File: src/rtl/ibba_pkg.sv
// Shared types and constants for the inode and block bitmap allocator.
// Holds function and status codes, field widths, sequencer states and the
// request and response structs of the shared word unit. No dependencies.
`timescale 1ns / 1ps

package ibba_pkg;

   localparam int FUNC_W    = 3;
   localparam int NUM_W     = 20;
   localparam int STATUS_W  = 2;
   localparam int ITOT_W    = 14;
   localparam int DTOT_W    = 16;
   localparam int WORD_W    = 32;
   localparam int BIDX_W    = 16;
   localparam int WIDX_W    = 11;
   localparam int CSR_W     = 20;
   localparam int CSR_IDX_W = 2;

   localparam logic [FUNC_W-1:0] FN_ALLOC_INODE = 3'd0;
   localparam logic [FUNC_W-1:0] FN_FREE_INODE  = 3'd1;
   localparam logic [FUNC_W-1:0] FN_ALLOC_BLOCK = 3'd2;
   localparam logic [FUNC_W-1:0] FN_FREE_BLOCK  = 3'd3;
   localparam logic [FUNC_W-1:0] FN_FORMAT      = 3'd4;

   localparam logic [STATUS_W-1:0] ST_OK      = 2'd0;
   localparam logic [STATUS_W-1:0] ST_NOSPACE = 2'd1;
   localparam logic [STATUS_W-1:0] ST_RANGE   = 2'd2;

   localparam logic [CSR_IDX_W-1:0] CSR_INODE_TOTAL = 2'd0;
   localparam logic [CSR_IDX_W-1:0] CSR_DATA_FIRST  = 2'd1;
   localparam logic [CSR_IDX_W-1:0] CSR_DATA_TOTAL  = 2'd2;

   typedef enum logic [1:0] {
      S_CLEAR,
      S_IDLE,
      S_SCAN,
      S_FREE
   } ctrl_state_type;

   typedef enum logic {
      UOP_FIND,
      UOP_CLEAR
   } unit_op_type;

   typedef struct packed {
      unit_op_type         op;
      logic [WORD_W-1:0]   rd_word;
      logic [WIDX_W-1:0]   word;
      logic [4:0]          bit_sel;
      logic [BIDX_W-1:0]   limit;
      logic                skip_zero;
   } unit_req_type;

   typedef struct packed {
      logic                found;
      logic [4:0]          pos;
      logic                last;
      logic [WORD_W-1:0]   new_word;
   } unit_rsp_type;

endpackage

File: src/rtl/ibba_scan_unit.sv
// Shared word unit: masks one bitmap word to the valid index window, finds
// its lowest clear bit, and builds the updated word for set or clear.
// Depends on ibba_pkg for the request and response structs.
`timescale 1ns / 1ps

module ibba_scan_unit (
   input  ibba_pkg::unit_req_type unit_req,
   output ibba_pkg::unit_rsp_type unit_rsp
);
   import ibba_pkg::*;

   logic [BIDX_W:0]   rem;
   logic [WORD_W-1:0] mask;
   logic [WORD_W-1:0] cand;
   logic [WORD_W-1:0] low;
   logic [WORD_W-1:0] clr;
   logic [4:0]        pos;

   always_comb begin
      rem = {1'b0, unit_req.limit} - {1'b0, unit_req.word, 5'b0};
      if (rem >= 17'd32) begin
         mask = '1;
      end else begin
         mask = (32'h1 << rem[4:0]) - 32'h1;
      end
      if (unit_req.skip_zero && unit_req.word == '0) begin
         mask[0] = 1'b0;
      end
      cand = ~unit_req.rd_word & mask;
      low  = cand & (~cand + 32'h1);
      pos  = '0;
      for (int j = 0; j < WORD_W; j++) begin
         if (low[j]) begin
            pos = pos | 5'(j);
         end
      end
      clr = ~(32'h1 << unit_req.bit_sel);

      unit_rsp.found = |cand;
      unit_rsp.pos   = pos;
      unit_rsp.last  = (rem <= 17'd32);
      if (unit_req.op == UOP_FIND) begin
         unit_rsp.new_word = unit_req.rd_word | low;
      end else begin
         unit_rsp.new_word = unit_req.rd_word & clr;
      end
   end

endmodule

File: config.mk
export PLATFORM = sky130hd
export DESIGN_NAME = ibba_scan_unit
export DESIGN_NICKNAME = d
export VERILOG_FILES = /design/src/rtl/ibba_pkg.sv /design/src/rtl/ibba_scan_unit.sv
export SDC_FILE = /design/constraint.sdc
export NUM_CORES = 1
export LEC_CHECK = 0
export BUFFER_PORTS_ARGS = -buffer_cell sky130_fd_sc_hd__buf_4
export CORE_MARGIN = 1
export CORE_UTILIZATION = 57
export DETAILED_ROUTE_END_ITERATION = 6
export PLACE_DENSITY = 0.9
export SLEW_MARGIN = 10
export SYNTH_ARGS = -nofsm -noshare
export SYNTH_HDL_FRONTEND = slang
export SYNTH_SLANG_ARGS = --single-unit
export TNS_END_PERCENT = 100
File: constraint.sdc
create_clock -name vclk -period 10.6
set_input_delay 1.06 -clock vclk [all_inputs]
set_output_delay 1.06 -clock vclk [all_outputs]
set_load 0.05 [all_outputs]
==> impl_results.md, run 1 <==
* Cell chain of the critical path: buf_4, ha_1, a21o_1, a211o_1, or2_2, o211ai_1, a21o_1, a31oi_1, nor4_4, nand4_2, nor4_2, nor2_1, nand3_1, buf_4
* Setup Buffers After CTS at 0
* Worst hold slack at 2.48 ns
* Arr. time, crit path at 5.76 ns
* Max-Cap Viols at 0
* Avg Cell Area, Syn at 6.33 sq um
* Avg WL per Cell at ~19 um
* Setup CP Type: input port to output pin
* Area delta synth->final at 25.9%
* HP Class: input port to output pin
* Post-DP HPWL at 9.17 mm
* Slew @ Worst Pin at 1.01 ns
* Syn Std Cell Area at 2870 sq um
* Status: finished clean
* Port bufs at 105
* Gr ovfl total at 0
* Hold endpoint: unit_rsp[24]
* Final setup violation count at 0
* Leading area contributor after synthesis: o21ai_0
* Ant. Diodes at 0
* 1st-pass router iterations at 6
* Slowest-stage cell, CP: a21o_1
* Worst Path Required at 9.54 ns
* Commonest non-fill, non-tap cell in the layout: buf_4
* Peak fanout along the critical path at 34
* Post-synthesis sequential area ratio at 0%
* Most frequent cells in the layout: 106 x buf_4, 68 x o21ai_0, 41 x nand2_1
* Clock buf count at 0
* Post-DR vias/cell at 7.15
* Yosys Warn Count at 0
* Pins Over Slew Limit at 0
* Startpoint types: input port
* Setup TNS at 0 ns
* Area after DPL at 3610 sq um
* FMAX at 147 MHz
* Vias in the first global route at ~3800
* Ports at 105
* PD cells at 47.8 nW/um^2
* Initial Util at 59.9%
* Design Power at ~170 uW
* Hold Path Stages at 3
* Cell count after synthesis at 453
* Share of the synthesized area in the top cell type at 11.9%
* Syn_nets at 532
* Initial antenna violation count at 0
* Final core occ at 75.4%
* Largest net degree at the start of global routing at 35
* Slew HR at 32.4%
* First-pass GRT wire length at 18.1 mm
* Post-CTS Hold Buffers at 0
* Synth top area cells: o21ai_0 12%, nand2_1 5.4%, ha_1 5.2%
* Critical path endpoint category: output pin
* Global placement routability congestion at approximately 1.1
* Sequential cells at 0
* Fin nets at between 600 and 700
* Worst hold start: unit_req[57]
* Design area at 3610 sq um
* Fin crit period at 6.82 ns
* Fillers at 413
* Layout cell share with drive strength beyond 1 at 26.7%
* Die area at 5320 sq um
* Final period util at 64.3%
* Die Width at roughly 73 um
* Synth unique cells at between 70 and 80
* Seq. cell area at 0 sq um
* DR vias at 4281
* Critical path's largest stage delay at 0.82 ns
* Maximum VDD drop at 0.0240 mV
* RSZ-0062 raised after global routing: no
* Final ANT Viol Nets at 0
* Post-CTS sizing at 0
* GRT Util Overall at between 40% and 50%
* P_leak at 1.48 nW
* Vert. Die Dim at approximately 73 um
* Remaining DRCs at 0
* Row cnt at 25
* Routed wire length at 11.5 mm
* Core ar. at 4790 sq um
* DR iter-0 viols at 513
* Final Hold Fails at 0
-- report_power, final --
part	internal, mW	switching, mW
Clock	0	0
Combinational	0.0613	0.111
Sequential	0	0
-- cells by family (layout without fill, tap and decap cells) --
family,after synthesis,after routing,synth area share (%)
AND/OR/NAND/NOR,202,202,42.0
AO/OA/AOI/OAI,188,188,43.5
buffers and inverters,46,125,7.29
adder cells (fa/ha/maj),13,13,5.94
XOR/XNOR,3,3,0.917
multiplexers,1,1,0.349
-- critical path: cells and delay by family --
| family | cells | cell delay [ns] |
|---|---|---|
| AO/OA/AOI/OAI | 5 | 1.86 |
| adder cells (fa/ha/maj) | 1 | 0.37 |
| buffers and inverters | 2 | 0.31 |
| AND/OR/NAND/NOR | 6 | 2.16 |
-- cell usage after synthesis, types with 5 or more instances --
master    instances
or3_1             5
clkbuf_1         17
a21boi_0          5
buf_2             5
a21oi_1          26
nand3b_1          6
ha_1             12
nand2_1          41
nor3b_1           6
and2_1            6
nor3_1           12
nor2_1           38
o21ai_0          68
o21ai_1           6
inv_1            19
a41oi_1          11
a21o_1            6
o31ai_1           6
nand4_1           7
nor4_1            9
nand2b_1         11
or2_2             6
o211ai_1          5
nand3_1          21
a31oi_1          14
-- cell type report --
class	count	area (sq um)	area share, %
Timing Repair Buffer	106	796	22.1
Multi-Input combinational cell	407	2660	73.6
Tap cell	67	83.8	2.32
Inverter	19	71.3	1.98
-- stage by stage --
step                worst slack (ns)  instances
floorplan                       4.05        453
global placement                4.10        599
detailed placement              3.97        599
CTS                             3.97        599
global route                    3.44        599
finish                          3.78        599
-- layer usage --
layer  vias up  GRT usage, %  part of all wire [%]
met5         -             0                     0
met1      1892          54.9                    38
met2       400          68.4                    44
met4         0          23.3                   5.1
met3        67          7.46                    13
li1       1922             -                     -
-- worst max-delay path by stage --
stage | startpoint | end | slack (ns) | depth (start not counted)
floorplan | unit_req[6] | unit_rsp[14] | 4.05 | 14
global placement | unit_req[6] | unit_rsp[35] | 4.10 | 17
detailed placement | unit_req[13] | unit_rsp[35] | 3.97 | 14
CTS | unit_req[13] | unit_rsp[35] | 3.97 | 14
global route | unit_req[6] | unit_rsp[35] | 3.44 | 16
finish | unit_req[13] | unit_rsp[35] | 3.78 | 14
No activity file was read; power rests on OpenSTA's default activity.
==> run 2, diff against run 1 <==
Settings changed: CORE_UTILIZATION 57 to 53, PLACE_DENSITY 0.9 to 0.85.
Clock period 10.6 ns to 6.5 ns, I/O delays scaled along.
==> run 2 against run 1 <==
  * The run now ends with DRC left
  * Combinational power rose by 64%
  * Worst hold slack worse by 0.82 ns
  * Non-clock buffer count is 2 higher
  * Die area increased by 7.3%
  * First-iteration DRC count up 18%
  * Core utilization down 5.3 points
  * Final area up 0.52%
  * Sequential cell count did not move
  * Cell count grew 0.83%
==> impl_results.md, run 2 (same netlist as run 1, synthesis figures left out) <==
* Final setup violation count at 0 (unchanged)
* Slew HR at 48.1% (+16 points)
* PD cells at 77.7 nW/um^2 (+63%)
* Initial Util at 55.4% (-4.5 points)
* Post-DR vias/cell at 7.03 (-1.7%)
* Fin nets at 615 (+0.33%)
* Vert. Die Dim at 75.5 um (+3.6%)
* Status: complete, but fails checks
* HP Class: input port to output pin
* Port bufs at 105 (unchanged)
* DR iter-0 viols at 607 (+18%)
* Max-Cap Viols at 0 (unchanged)
* Peak fanout along the critical path at 34 (unchanged)
* Post-CTS sizing at 0 (unchanged)
* Largest net degree at the start of global routing at 35 (unchanged)
* GRT met3 Usage at 6.61% (-0.84 points)
* RSZ-0062 raised after global routing: no
* Routed wire length at 11.7 mm (+1.8%)
* Ports at 105 (unchanged)
* Setup Buffers After CTS at 0 (unchanged)
* Layout cell share with drive strength beyond 1 at 27.0% (+0.27 points)
* Ant. Diodes at 0 (unchanged)
* Gr ovfl total at 0 (unchanged)
* Pre-CTS WS at 0.696 ns (-3.27 ns)
* Clock buf count at 0 (unchanged)
* Final Hold Fails at 0 (unchanged)
* Initial antenna violation count at 0 (unchanged)
* Commonest non-fill, non-tap cell in the layout: buf_4
* Area delta synth->final at 26.5%
* Worst hold slack at 1.65 ns (-0.825 ns)
* Die area at 5710 sq um (+7.3%)
* P_leak at 1.49 nW (+0.63%)
* Core ar. at 5170 sq um (+8.1%)
* Violated checks: DRC
* Die Width at 75.5 um (+3.6%)
* First-pass GRT wire length at 17.7 mm (-1.8%)
* Post-DP HPWL at 9.47 mm (+3.3%)
* GRT Util Overall at 40.0% (-2.9 points)
* Remaining DRCs at 10 (+10)
* Post-CTS Hold Buffers at 0 (unchanged)
* Startpoint types: input port
* FMAX at 169 MHz
* Seq. cell area at 0 sq um (unchanged)
* Final core occ at 70.1% (-5.3 points)
* Setup CP Type: input port to output pin
* Avg WL per Cell at 19.4 um (+0.96%)
* Pins Over Slew Limit at 0 (unchanged)
* Busiest grt layer: met2
* 1st-pass router iterations at 7 (+1)
* Met2 usage at 65.6% (-2.9 points)
* Worst Path Required at 5.85 ns (-3.69 ns)
* Sequential cells at 0 (unchanged)
* Slew @ Worst Pin at 0.778 ns (-0.235 ns)
* Final period util at roughly nine tenths
* Setup TNS at 0 ns (unchanged)
* Critical path endpoint category: output pin
* DR vias at 4244 (-0.86%)
* Final ANT Viol Nets at 0 (unchanged)
* Maximum VDD drop at 0.0499 mV (+110%)
* Fin crit period at 5.92 ns
* Row cnt at 26 (+4.0%)
* Setup slack after layout at 0.583 ns (-3.20 ns)
* Most frequent cells in the layout: 108 x buf_4, 68 x o21ai_0, 41 x nand2_1
* Arr. time, crit path at 5.27 ns (-0.49 ns)
* Vias in the first global route at 3625 (-4.6%)
* Global placement routability congestion at 1.02 (-3.5%)
* GRT met1 Usage at 55.2% (+0.27 points)
==> run 2: cell types whose count changed in the layout (fill, tap and decap cells not counted), sizes merged <==
| cell | change |
|---|---|
| buf | +2 |
==> run 2: worst paths after layout <==
check / from / end / slack [ns] / cells past startpoint
setup / recovery: unit_req[6] / unit_rsp[35] / 0.58 / 17
hold / removal: unit_req[57] / unit_rsp[24] / 1.65 / 3
==> run 2: layout make-up <==
class,count,area (sq um)
tap,70,87.6
multi-input combinational,407,2660
inverter,19,71.3
timing repair buffer,108,811
fill,436,1550
==> run 2: per-layer routing <==
layer / vias up / share of wire [%]
met3: 43 / 13
li1: 1930 / -
met4: 0 / 2.5
met1: 1912 / 40
met5: - / 0
met2: 359 / 44
==> run 2: report_power, final <==
| part | switching (mW) | internal, mW | leakage [nW] |
|---|---|---|---|
| clock | 0 | 0 | 0 |
| sequential | 0 | 0 | 0 |
| combinational | 0.181 | 0.101 | 1.49 |
==> run 2: worst max-delay path: stages <==
cell	delay, ns
buf_4	0.08
inv_1	0.03
ha_1	0.21
fa_1	0.39
and2b_4	0.27
or2_2	0.12
o211ai_1	0.10
or4_4	0.50
nor4_4	0.21
buf_4	0.37
a31oi_2	0.22
nor4_4	0.70
nand4_2	0.51
nor4_2	0.48
nor2_1	0.12
nand3_1	0.11
buf_4	0.20
==> run 2: per-stage QoR <==
step | instances | cell area, sq um | power [mW]
final | 604 | 3630 | 0.282
after floorplan | 453 | 2870 | 0.182
after global placement | 604 | 3630 | 0.268
after CTS | 604 | 3630 | 0.274
after global routing | 604 | 3630 | 0.300
after detailed placement | 604 | 3630 | 0.273
==> run 3, diff against run 2 <==
--- a/config.mk
+++ b/config.mk
@@ -12,2 +12,3 @@
 export PLACE_DENSITY = 0.85
+export SETUP_SLACK_MARGIN = 0.2
 export SLEW_MARGIN = 10
==> constraint.sdc (replaced) <==
create_clock -name vclk -period 6.5
set_input_delay 0.65 -clock vclk [all_inputs]
set_output_delay 0.65 -clock vclk [all_outputs]
set_load 0.02 [all_outputs]
==> run 3 against run 2 <==
  * The run now ends clean
  * Non-clock buffer count stayed put
  * Worst hold slack lost 0.023 ns
  * Critical path depth is the same
  * Die area unchanged
  * Sequential share of layout area did not move
  * Sequential cell count unchanged
  * First-iteration DRC count rose by 18%
  * Maximum frequency up 5.1%
  * Worst setup slack gained 0.29 ns
  * Wire length decreased by 0.97%
  * Cell count did not move
  * Critical path type unchanged
==> impl_results.md, run 3 (same netlist as run 1, synthesis figures left out) <==
* Status: finished clean
* GRT Util Overall at 39.6% (-0.44 points)
* Fillers at 443 (+1.6%)
* Max-Cap Viols at 0 (unchanged)
* Setup Buffers After CTS at 0 (unchanged)
* Ant. Diodes at 0 (unchanged)
* Slew @ Worst Pin at 0.826 ns (+0.0478 ns)
* Maximum VDD drop at 0.0334 mV (-33%)
* Post-DR vias/cell at 6.99 (-0.49%)
* DR iter-0 viols at 717 (+18%)
* Sequential share of power at 0% (unchanged)
* Setup slack after layout at 0.869 ns (+0.286 ns)
* Initial Util at 55.4% (unchanged)
* Post-DP HPWL at 9.41 mm (-0.66%)
* GRT met3 Usage at 3.57% (-3.0 points)
* Row cnt at 26 (unchanged)
* Gr ovfl total at 0 (unchanged)
* Pre-CTS WS at 0.982 ns (+0.285 ns)
* Clock Power Share at 0% (unchanged)
* Final ANT Viol Nets at 0 (unchanged)
* GRT met1 Usage at 55.6% (+0.39 points)
* Vias in the first global route at 3595 (-0.83%)
* Final setup violation count at 0 (unchanged)
* Multi-input logic area at 2660 sq um (unchanged)
* Final Hold Fails at 0 (unchanged)
* DR vias at 4223 (-0.49%)
* Arr. time, crit path at 4.98 ns (-0.29 ns)
* Pins Over Slew Limit at 0 (unchanged)
* Slew HR at 44.8% (-3.3 points)
* Core ar. at 5170 sq um (unchanged)
* Post-CTS sizing at 0 (unchanged)
* Post-CTS Hold Buffers at 0 (unchanged)
* Internal at 101 uW (-0.61%)
* Net Sw Frac at 60.0% (-4.1 points)
* HP Class: input port to output pin
* Peak fanout along the critical path at 34 (unchanged)
* Final period util at 86.6% (-4.4 points)
* FMAX at 178 MHz (+5.1%)
* Area delta synth->final at 26.5% (unchanged)
* P_leak at 1.49 nW (about the same)
* Setup CP Type: input port to output pin
* Fin nets at 615 (unchanged)
* Routed wire length at 11.6 mm (-0.97%)
* First-pass GRT wire length at 17.3 mm (-2.3%)
* Avg WL per Cell at 19.2 um (-0.97%)
* Clock buf count at 0 (unchanged)
* Initial antenna violation count at 0 (unchanged)
* Met2 usage at 63.5% (-2.1 points)
* Critical path endpoint category: output pin
* Final core occ at 70.1% (unchanged)
* Remaining DRCs at 0 (-10)
* PD cells at 69.3 nW/um^2 (-11%)
* P_sw at 151 uW (-17%)
* Setup TNS at 0 ns (unchanged)
* RSZ-0062 raised after global routing: no
* Fin crit period at 5.63 ns (-0.286 ns)
* Busiest grt layer: met2
* Worst Path Required at 5.85 ns (about the same)
* Largest net degree at the start of global routing at 35 (unchanged)
* Vert. Die Dim at 75.5 um (unchanged)
* Commonest non-fill, non-tap cell in the layout: buf_4
* Port bufs at 105 (unchanged)
* Ports at 105 (unchanged)
* Global placement routability congestion at 1.05 (+2.4%)
* 1st-pass router iterations at 5 (-2)
* Most frequent cells in the layout: 108 x buf_4, 68 x o21ai_0, 41 x nand2_1
* Startpoint types: input port
* Die Width at 75.5 um (unchanged)
* Sequential cells at 0 (unchanged)
* Die area at 5710 sq um (unchanged)
* Layout cell share with drive strength beyond 1 at 27.0% (unchanged)
* Combinational power share at 100.0% (about the same)
* Seq. cell area at 0 sq um (unchanged)
-- run 3: cell counts in the layout (fill, tap and decap cells not counted) --
No cell type changed its count.
-- run 3: area by class of cell --
class | instances | share of cell area (%)
multi-input cells | 407 | 73.3
repair buffers | 108 | 22.4
well taps | 70 | 2.41
inverters | 19 | 1.97
-- run 3: metrics by stage --
stage	total power [mW]	instances	instance area [sq um]	hold slack, ns
2_1_floorplan	0.154	453	2870	1.40
3_3_place_gp	0.239	604	3630	1.61
3_5_place_dp	0.243	604	3630	1.62
4_1_cts	0.245	604	3630	1.62
5_1_grt	0.270	604	3630	1.63
6_report	0.251	604	3630	1.63
-- run 3: path summary, 6_finish.rpt --
check	depth (start not counted)	end	start
worst max-delay path	17	unit_rsp[37]	unit_req[6]
worst min-delay path	3	unit_rsp[6]	unit_req[39]
-- run 3: critical path: stages --
cell	delay, ns
buf_4	0.08
inv_1	0.04
ha_1	0.21
fa_1	0.39
and2b_4	0.27
or2_2	0.12
o211ai_1	0.09
or4_4	0.50
nor4_4	0.22
buf_4	0.38
a41oi_1	0.22
nor4b_2	0.79
a311o_1	0.29
o2111ai_1	0.19
a21boi_0	0.23
nand3_1	0.13
buf_4	0.15
-- run 3: power by group through the flow --
stage	sequential [mW]	combinational [mW]	clock, mW
CTS	0	0.245	0
detailed placement	0	0.243	0
global route	0	0.270	0
finish	0	0.251	0
floorplan	0	0.154	0
global placement	0	0.239	0
-- run 3: layer usage --
| metal | vias to the layer above | part of all wire [%] |
|---|---|---|
| met5 | - | 0 |
| met4 | 0 | 3.1 |
| met3 | 38 | 11 |
| met2 | 329 | 44 |
| met1 | 1934 | 42 |
| li1 | 1922 | - |
